File: config.mk
export PLATFORM = sky130hd
export DESIGN_NAME = simple_moving_average
export DESIGN_NICKNAME = d
export VERILOG_FILES = /design/src/hw/rtl/smav_pkg.sv /design/src/hw/rtl/smav_ram.sv /design/src/hw/rtl/smav_div.sv /design/src/hw/rtl/smav_front.sv /design/src/hw/rtl/smav_back.sv /design/src/hw/rtl/simple_moving_average.sv
export SDC_FILE = /design/constraint.sdc
export NUM_CORES = 2
export LEC_CHECK = 0
export BUFFER_PORTS_ARGS = -buffer_cell sky130_fd_sc_hd__buf_2
export CORE_MARGIN = 2
export CORE_UTILIZATION = 63
export CTS_CLUSTER_DIAMETER = 100
export CTS_CLUSTER_SIZE = 24
export DETAILED_ROUTE_END_ITERATION = 7
export PLACE_DENSITY = 0.79
export SLEW_MARGIN = 20
export SYNTH_ARGS = -nofsm -noshare
export SYNTH_HDL_FRONTEND = slang
export SYNTH_HIERARCHICAL = 1
export SYNTH_SLANG_ARGS = --single-unit
export TNS_END_PERCENT = 10
File: constraint.sdc
create_clock -name clk -period 6.4 [get_ports clk]
set_clock_uncertainty 0.15 [all_clocks]
set_input_delay 1.28 -clock clk [delete_from_list [all_inputs] [get_ports clk]]
set_output_delay 1.28 -clock clk [all_outputs]
set_load 0.03 [all_outputs]
File: src/hw/rtl/smav_pkg.sv
package smav_pkg;

  localparam int MAX_WINDOW     = 128;
  localparam int SAMPLE_BITS    = 20;
  localparam int WLEN_BITS      = 8;
  localparam int ADDR_BITS      = $clog2(MAX_WINDOW);
  localparam int FILL_BITS      = $clog2(MAX_WINDOW + 1);
  localparam int SUM_BITS       = SAMPLE_BITS + ADDR_BITS;
  localparam int DIV_CNT_BITS   = $clog2(SUM_BITS + 1);
  localparam int QUEUE_DEPTH    = 4;
  localparam int QUEUE_PTR_BITS = $clog2(QUEUE_DEPTH);

  localparam int PADDR_BITS     = 3;
  localparam int PDATA_BITS     = 32;
  localparam logic REG_WINDOW_LENGTH = 1'b0;
  localparam logic [WLEN_BITS-1:0] WINDOW_LENGTH_RESET = WLEN_BITS'(4);

  typedef struct packed {
    logic [SAMPLE_BITS-1:0] sample;
    logic                   first;
    logic                   pass;
  } item_t;

  typedef enum logic [1:0] {
    S_IDLE,
    S_UPDATE,
    S_DIV,
    S_OUT
  } state_t;

endpackage

File: src/hw/rtl/smav_ram.sv
module smav_ram #(
  parameter int WIDTH = 8,
  parameter int DEPTH = 16
) (
  input  logic                     clk,
  input  logic                     wr_en,
  input  logic [$clog2(DEPTH)-1:0] wr_addr,
  input  logic [WIDTH-1:0]         wr_data,
  input  logic                     rd_en,
  input  logic [$clog2(DEPTH)-1:0] rd_addr,
  output logic [WIDTH-1:0]         rd_data
);

  logic [WIDTH-1:0] mem [DEPTH];

  always_ff @(posedge clk) begin
    if (wr_en) begin
      mem[wr_addr] <= wr_data;
    end
    if (rd_en) begin
      rd_data <= mem[rd_addr];
    end
  end

endmodule

File: src/hw/rtl/smav_div.sv
module smav_div (
  input  logic                          clk,
  input  logic                          rst,
  input  logic                          start,
  input  logic [smav_pkg::SUM_BITS-1:0]  dividend,
  input  logic [smav_pkg::FILL_BITS-1:0] divisor,
  output logic                          busy,
  output logic                          done,
  output logic [smav_pkg::SUM_BITS-1:0]  quotient
);

  logic [smav_pkg::FILL_BITS-1:0]    rem;
  logic [smav_pkg::FILL_BITS-1:0]    dvs;
  logic [smav_pkg::DIV_CNT_BITS-1:0] cnt;
  logic [smav_pkg::FILL_BITS:0]      trial;
  logic [smav_pkg::FILL_BITS:0]      diff;
  logic                              ge;

  // one quotient bit per cycle, restoring
  assign trial = {rem, quotient[smav_pkg::SUM_BITS-1]};
  assign diff  = trial - {1'b0, dvs};
  assign ge    = trial >= {1'b0, dvs};

  always_ff @(posedge clk) begin
    if (rst) begin
      busy <= 1'b0;
      done <= 1'b0;
    end else begin
      done <= 1'b0;
      if (start) begin
        busy <= 1'b1;
      end else if (busy && cnt == smav_pkg::DIV_CNT_BITS'(1)) begin
        busy <= 1'b0;
        done <= 1'b1;
      end
    end
  end

  always_ff @(posedge clk) begin
    if (start) begin
      quotient <= dividend;
      rem      <= '0;
      dvs      <= divisor;
      cnt      <= smav_pkg::DIV_CNT_BITS'(smav_pkg::SUM_BITS);
    end else if (busy) begin
      quotient <= {quotient[smav_pkg::SUM_BITS-2:0], ge};
      rem      <= ge ? diff[smav_pkg::FILL_BITS-1:0] : trial[smav_pkg::FILL_BITS-1:0];
      cnt      <= cnt - smav_pkg::DIV_CNT_BITS'(1);
    end
  end

endmodule

File: src/hw/rtl/smav_front.sv
module smav_front (
  input  logic                          clk,
  input  logic                          rst,
  input  logic                          push,
  output logic                          full,
  input  logic [smav_pkg::SAMPLE_BITS-1:0] sample,
  input  logic                          first,
  input  logic [smav_pkg::FILL_BITS-1:0] k,
  output logic                          item_valid,
  output smav_pkg::item_t               item,
  input  logic                          item_take
);

  smav_pkg::item_t                     slots [smav_pkg::QUEUE_DEPTH];
  logic [smav_pkg::QUEUE_PTR_BITS-1:0] head;
  logic [smav_pkg::QUEUE_PTR_BITS-1:0] tail;
  logic [smav_pkg::QUEUE_PTR_BITS:0]   count;
  logic                                wr;
  logic                                rd;

  assign full       = count == (smav_pkg::QUEUE_PTR_BITS + 1)'(smav_pkg::QUEUE_DEPTH);
  assign item_valid = count != '0;
  assign item       = slots[head];
  assign wr         = push && !full;
  assign rd         = item_take && item_valid;

  always_ff @(posedge clk) begin
    if (rst) begin
      head  <= '0;
      tail  <= '0;
      count <= '0;
    end else begin
      if (wr) begin
        tail <= tail + smav_pkg::QUEUE_PTR_BITS'(1);
      end
      if (rd) begin
        head <= head + smav_pkg::QUEUE_PTR_BITS'(1);
      end
      if (wr && !rd) begin
        count <= count + (smav_pkg::QUEUE_PTR_BITS + 1)'(1);
      end else if (rd && !wr) begin
        count <= count - (smav_pkg::QUEUE_PTR_BITS + 1)'(1);
      end
    end
  end

  // pass-through requests are marked here; every request, averaging or not, is queued in the slots
  always_ff @(posedge clk) begin
    if (wr) begin
      slots[tail] <= '{sample: sample, first: first, pass: (k == '0)};
    end
  end

endmodule

File: src/hw/rtl/smav_back.sv
module smav_back (
  input  logic                          clk,
  input  logic                          rst,
  input  logic [smav_pkg::FILL_BITS-1:0] k,
  input  logic                          restart,
  input  logic                          item_valid,
  input  smav_pkg::item_t               item,
  output logic                          item_take,
  output logic                          empty,
  input  logic                          pop,
  output logic [smav_pkg::SAMPLE_BITS-1:0] average
);

  smav_pkg::state_t state;
  smav_pkg::state_t state_next;

  logic [smav_pkg::ADDR_BITS-1:0]   write_slot;
  logic [smav_pkg::FILL_BITS-1:0]   fill_count;
  logic [smav_pkg::SUM_BITS-1:0]    window_sum;
  logic [smav_pkg::SAMPLE_BITS-1:0] cur_sample;
  logic [smav_pkg::SAMPLE_BITS-1:0] pend;
  logic                             res_valid;

  logic                             ram_wr;
  logic                             div_start;
  logic                             res_load;
  logic [smav_pkg::ADDR_BITS-1:0]   oldest;
  logic [smav_pkg::SAMPLE_BITS-1:0] old_sample;
  logic                             win_full;
  logic [smav_pkg::FILL_BITS-1:0]   fill_next;
  logic [smav_pkg::SUM_BITS-1:0]    sum_base;
  logic [smav_pkg::SUM_BITS-1:0]    window_sum_next;
  logic                             div_busy;
  logic                             div_done;
  logic [smav_pkg::SUM_BITS-1:0]    quotient;

  assign oldest    = write_slot - k[smav_pkg::ADDR_BITS-1:0];
  assign win_full  = fill_count >= k;
  assign fill_next = win_full ? k : fill_count + smav_pkg::FILL_BITS'(1);
  assign sum_base  = win_full ? window_sum - smav_pkg::SUM_BITS'(old_sample) : window_sum;
  assign window_sum_next = sum_base + smav_pkg::SUM_BITS'(cur_sample);
  assign empty     = !res_valid;

  smav_ram #(
    .WIDTH (smav_pkg::SAMPLE_BITS),
    .DEPTH (smav_pkg::MAX_WINDOW)
  ) u_history (
    .clk     (clk),
    .wr_en   (ram_wr),
    .wr_addr (write_slot),
    .wr_data (cur_sample),
    .rd_en   (item_take),
    .rd_addr (oldest),
    .rd_data (old_sample)
  );

  smav_div u_div (
    .clk      (clk),
    .rst      (rst),
    .start    (div_start),
    .dividend (window_sum_next),
    .divisor  (k),
    .busy     (div_busy),
    .done     (div_done),
    .quotient (quotient)
  );

  always_comb begin
    state_next = state;
    unique case (state)
      smav_pkg::S_IDLE: begin
        if (item_valid) begin
          state_next = item.pass ? smav_pkg::S_OUT : smav_pkg::S_UPDATE;
        end
      end
      smav_pkg::S_UPDATE: begin
        state_next = (fill_next == k) ? smav_pkg::S_DIV : smav_pkg::S_IDLE;
      end
      smav_pkg::S_DIV: begin
        if (div_done) begin
          state_next = smav_pkg::S_OUT;
        end
      end
      smav_pkg::S_OUT: begin
        if (!res_valid || pop) begin
          state_next = smav_pkg::S_IDLE;
        end
      end
      default: state_next = smav_pkg::S_IDLE;
    endcase
  end

  always_comb begin
    item_take = 1'b0;
    ram_wr    = 1'b0;
    div_start = 1'b0;
    res_load  = 1'b0;
    unique case (state)
      smav_pkg::S_IDLE:   item_take = item_valid;
      smav_pkg::S_UPDATE: begin
        ram_wr    = 1'b1;
        div_start = fill_next == k;
      end
      smav_pkg::S_DIV:    ;
      smav_pkg::S_OUT:    res_load = !res_valid || pop;
      default:            ;
    endcase
  end

  always_ff @(posedge clk) begin
    if (rst) begin
      state      <= smav_pkg::S_IDLE;
      write_slot <= '0;
      fill_count <= '0;
      window_sum <= '0;
      res_valid  <= 1'b0;
    end else begin
      state <= state_next;
      if (restart || (item_take && item.first)) begin
        fill_count <= '0;
        window_sum <= '0;
      end else if (ram_wr) begin
        fill_count <= fill_next;
        window_sum <= window_sum_next;
      end
      if (ram_wr) begin
        write_slot <= write_slot + smav_pkg::ADDR_BITS'(1);
      end
      if (res_load) begin
        res_valid <= 1'b1;
      end else if (pop && res_valid) begin
        res_valid <= 1'b0;
      end
    end
  end

  always_ff @(posedge clk) begin
    if (item_take) begin
      cur_sample <= item.sample;
      pend       <= item.sample;
    end
    if (div_done) begin
      pend <= quotient[smav_pkg::SAMPLE_BITS-1:0];
    end
    if (res_load) begin
      average <= pend;
    end
  end

  a_fill_bound: assert property (@(posedge clk) disable iff (rst)
    fill_count <= smav_pkg::FILL_BITS'(smav_pkg::MAX_WINDOW))
    else $error("fill count above window capacity");

  a_div_follows: assert property (@(posedge clk) disable iff (rst)
    div_start |=> state == smav_pkg::S_DIV && div_busy)
    else $error("divider not running after start");

  a_result_source: assert property (@(posedge clk) disable iff (rst)
    $rose(res_valid) |-> $past(state) == smav_pkg::S_OUT)
    else $error("result raised outside output step");

endmodule

File: src/hw/rtl/simple_moving_average.sv
// channel  | handshake            | payload
// ---------+----------------------+-----------------------------
// input    | push / full          | sample[19:0], first
// result   | empty / pop          | average[19:0]
// config   | psel penable pwrite  | paddr[2:0], pwdata, prdata
//
// averaging request: taken in idle, then an update step; once the window is full, the bit-serial divider
// (one quotient bit per cycle over the 27-bit sum) runs before the output step
// pass-through request (window length 0): taken in idle, then straight to the output step
// reset: window length 4, queues empty; the ring has no clearing pass
// a 4-deep input queue takes requests while the back end works or the result waits on pop
module simple_moving_average (
  input  logic                              clk,
  input  logic                              rst,
  input  logic                              push,
  output logic                              full,
  input  logic [smav_pkg::SAMPLE_BITS-1:0]  sample,
  input  logic                              first,
  output logic                              empty,
  input  logic                              pop,
  output logic [smav_pkg::SAMPLE_BITS-1:0]  average,
  input  logic                              psel,
  input  logic                              penable,
  input  logic                              pwrite,
  input  logic [smav_pkg::PADDR_BITS-1:0]   paddr,
  input  logic [smav_pkg::PDATA_BITS-1:0]   pwdata,
  output logic [smav_pkg::PDATA_BITS-1:0]   prdata,
  output logic                              pready
);

  logic [smav_pkg::WLEN_BITS-1:0] window_length;
  logic [smav_pkg::FILL_BITS-1:0] k;
  logic                           cfg_wr;
  logic                           item_valid;
  logic                           item_take;
  smav_pkg::item_t                item;

  assign pready = 1'b1;
  assign cfg_wr = psel && penable && pwrite && pready
                  && paddr[2] == smav_pkg::REG_WINDOW_LENGTH;
  assign prdata = (paddr[2] == smav_pkg::REG_WINDOW_LENGTH)
                  ? smav_pkg::PDATA_BITS'(window_length) : '0;

  // oversized window saturates
  assign k = (window_length > smav_pkg::WLEN_BITS'(smav_pkg::MAX_WINDOW))
             ? smav_pkg::FILL_BITS'(smav_pkg::MAX_WINDOW)
             : smav_pkg::FILL_BITS'(window_length);

  always_ff @(posedge clk) begin
    if (rst) begin
      window_length <= smav_pkg::WINDOW_LENGTH_RESET;
    end else if (cfg_wr) begin
      window_length <= pwdata[smav_pkg::WLEN_BITS-1:0];
    end
  end

  smav_front u_front (
    .clk        (clk),
    .rst        (rst),
    .push       (push),
    .full       (full),
    .sample     (sample),
    .first      (first),
    .k          (k),
    .item_valid (item_valid),
    .item       (item),
    .item_take  (item_take)
  );

  smav_back u_back (
    .clk        (clk),
    .rst        (rst),
    .k          (k),
    .restart    (cfg_wr),
    .item_valid (item_valid),
    .item       (item),
    .item_take  (item_take),
    .empty      (empty),
    .pop        (pop),
    .average    (average)
  );

endmodule

==> flow_summary.ini <==
[die]
dieArea_um2 = 181000
ios = 118
start_util = 0.635
coreArea_um2 = 176000
die_h_um = 426
rows = 154
die_w_um = 426

[route]
ant_nets = 0
drcViolationCount = 0
vias = 53600
drt-initial-drc-count = 8018
dr.pass1.iters = 6
wirelength_mm = 271
wire_per_inst_um = 35.9
drt-vias-per-instance = 7.09

[worst_setup_path]
crit_type = register to register
worstPathCellList = nor2b_1, inv_1, ha_1, nand4_1, o31ai_4, mux2_2, ha_1, o21ai_1, o21bai_1, a21oi_1, o31ai_1, o21ai_1, o41ai_2, o221ai_1, nor3_1, xnor2_1, mux2_2
crit_path_end_kind = register
slowest_stage = o31ai_4
required_ns = 6.85
max_stage_delay_ns = 0.63
cp-start-kind = register
worstPathMaxFanout = 14
worst_ep_arrival_time_ns = 6.32

[synthesis]
yosys_warnings = 6
yosysTopAreaCellShare = 0.740
syn_avg_cell_area_um2 = 22.4
async_reset_ff_frac = 0
yosysTopAreaCell = edfxtp_1
ys_ff_latch = 2840
synth_edf_count = 2763
synth_area_um2 = 112000
ys.flop_type = edfxtp_1
ys_seq_area_frac = 0.754
synth_area_leaders = edfxtp_1 74%, mux4_2 17%, dfxtp_1 1.4%
syn_inst = 5001
synth.most_common_cell = edfxtp_1
synthTopCellsByCount = 2763 x edfxtp_1, 860 x mux4_2, 190 x nor2_1
ys_types = 86

[layout]
final_cell_count_no_fill = 7556
nFillCells = 10300
areaGrowthSynthToFinish_pct = 7.54
seqCellArea_um2 = 84500
nNetsFinal = 5318
multiInputGateArea_um2 = 26800
layout-drive-gt1-share = 0.299

[sta]
setup_viol = 0
hold_viol = 0
rsz0062_at_grt = no
tightestPinTransition_ns = 1.18
max_freq_mhz = 171
relSlewSlack = 0.208
finalSetupTns_ns = 0
drv_slew = 0
fin_crit_ns = 5.87
fin_crit_sh = 0.916

[placed_design]
place_congestion = 0.877
port-buffer-count = 66
post-dp-hpwl_mm = 151
dp_cells = 7380

[clock_tree]
cts_tree = yes
hold_buffers = 0
cts.htree.levels = 4
numCtsBuffers = 136
cts_root_buf = clkbuf_16
clock-sinks = 2840
cts_buffer_depth = 3
ctsResizeCount = 0
cts_setup_buffers = 0
clk_transition_reported_paths_ns = 0.10
clk_latency_ns = 0.84

[power_and_ir_drop]
p_leak_nw = 37.1
clockPowerShare = 0.209
power.internal_mw = 32.1
switching_share = 0.295
switchingPower_mw = 13.4
power_density_nw_per_um2 = 378
pwr-share-seq = 0.523
comb_power_share = 0.268
irDropWorstVdd_v = 0.000379
power_mw = 45.5

[status]
status = complete, no violations

[global_route]
grt-ovfl-total = 0
grt_pass1_vias = 54300
antenna_found_initial = 22
grt_pass1_wl_mm = 390
grt_max_degree = 115
grt_use_total = 0.306

[min_path]
hold_class = register to register

[flow_run]
cap_violations = 0
## cells in the final DEF, fill, tap and decap left out, types with 10 or more instances in the layout
| master | instances |
|---|---|
| edfxtp_1 | 2763 |
| mux4_2 | 860 |
| buf_4 | 191 |
| clkbuf_16 | 141 |
| nand2_1 | 105 |
| nor2_2 | 91 |
| a21oi_1 | 85 |
| dfxtp_1 | 77 |
| mux2_2 | 73 |
| ha_1 | 72 |
| nor2_1 | 70 |
| buf_2 | 66 |
| inv_1 | 56 |
| xnor2_1 | 44 |
| nand2b_1 | 34 |
| xor2_1 | 33 |
| nor2_4 | 31 |
| nand3_1 | 27 |
| buf_12 | 27 |
| conb_1 | 25 |
| o21ai_0 | 25 |
| nor2b_1 | 23 |
| clkbuf_1 | 20 |
| a21o_1 | 20 |
| nor3_1 | 17 |
| nand4_1 | 15 |
| mux2i_1 | 14 |
| o21ai_1 | 11 |
| and2_1 | 10 |
| a211oi_1 | 10 |
## worst max-delay path: cells and delay by family, from the launching register on
kind / cells / cell delay (ns)
flip-flops: 1 / 0.48
multiplexers: 2 / 0.69
adder cells (fa/ha/maj): 2 / 0.70
AND/OR/NAND/NOR: 3 / 1.05
AO/OA/AOI/OAI: 8 / 2.21
buffers and inverters: 1 / 0.19
XOR/XNOR: 1 / 0.12
## registers in the layout, indices dropped and copies added (netlist names), 5 cells and up, named ones only
name / count
u_back/cur_sample: 20
u_back/u_div/cnt: 5
u_back/u_div/dvs: 8
u_back/u_div/quotient: 27
u_back/u_div/rem: 8
u_back/window_sum: 27
u_back/write_slot: 7
window_length: 8
u_front/slots: 88
u_back/fill_count: 8
u_back/u_history/rd_data: 20
u_back/pend: 20
u_back/average: 20
u_back/u_history/mem: 2560
## through the flow
step	util	setup slack (ns)	cell area [µm²]	hold slack [ns]
floorplan	-	0.859	112000	0.250
global placement	0.661	0.687	117000	0.256
finish	0.683	0.535	121000	0.274
detailed placement	0.661	0.513	117000	0.255
global route	0.683	0.0328	121000	0.290
CTS	0.683	0.440	120000	0.276
## layer usage
layer,track usage,wire [µm],up-vias
met5,0,137,-
met4,0.123,12600,18
met3,0.0661,30600,624
met2,0.490,133000,3622
met1,0.419,95000,28200
li1,-,-,21100
## kinds of logic (layout without fill, tap and decap cells)
| group | Yosys count | after routing | synth area share |
|---|---|---|---|
| fa+ha+maj | 77 | 77 | 0.00893 |
| xor+xnor | 83 | 83 | 0.00655 |
| mux | 949 | 949 | 0.182 |
| simple gates | 490 | 490 | 0.0210 |
| flops | 2840 | 2840 | 0.754 |
| buf+inv | 330 | 517 | 0.0131 |
| other cells | 2 | 30 | 0.0000670 |
| compound gates | 230 | 230 | 0.0143 |
## power by group through the flow
| stage | registers [mW] | clock network, mW | logic [mW] |
|---|---|---|---|
| after floorplan | 25.6 | 0 | 6.58 |
| final | 23.8 | 9.51 | 12.2 |
| after detailed placement | 24.2 | 0 | 12.0 |
| after global placement | 24.2 | 0 | 11.5 |
| after global routing | 23.8 | 10.2 | 12.9 |
| after CTS | 23.8 | 9.63 | 12.1 |
## final cells by class
class / count / share of cell area
Inverter: 61 / 0.00202
Clock buffer: 161 / 0.0299
Sequential cell: 2840 / 0.701
Multi-Input combinational cell: 1854 / 0.222
Timing Repair Buffer: 285 / 0.0192
Clock inverter: 10 / 0.00121
Antenna cell: 5 / 0.000104
Tap cell: 2340 / 0.0243
## final timing paths
kind / from / to / slack, ns / cells after the start
min reg2reg: u_back/pend[8] / u_back/average[8] / 0.27 / 0
max: window_length[7] / u_back/u_div/quotient[23] / 0.53 / 17
max reg2reg: window_length[7] / u_back/u_div/quotient[23] / 0.53 / 17
min: u_back/pend[8] / u_back/average[8] / 0.27 / 0
No activity file was read; power rests on OpenSTA's default activity.
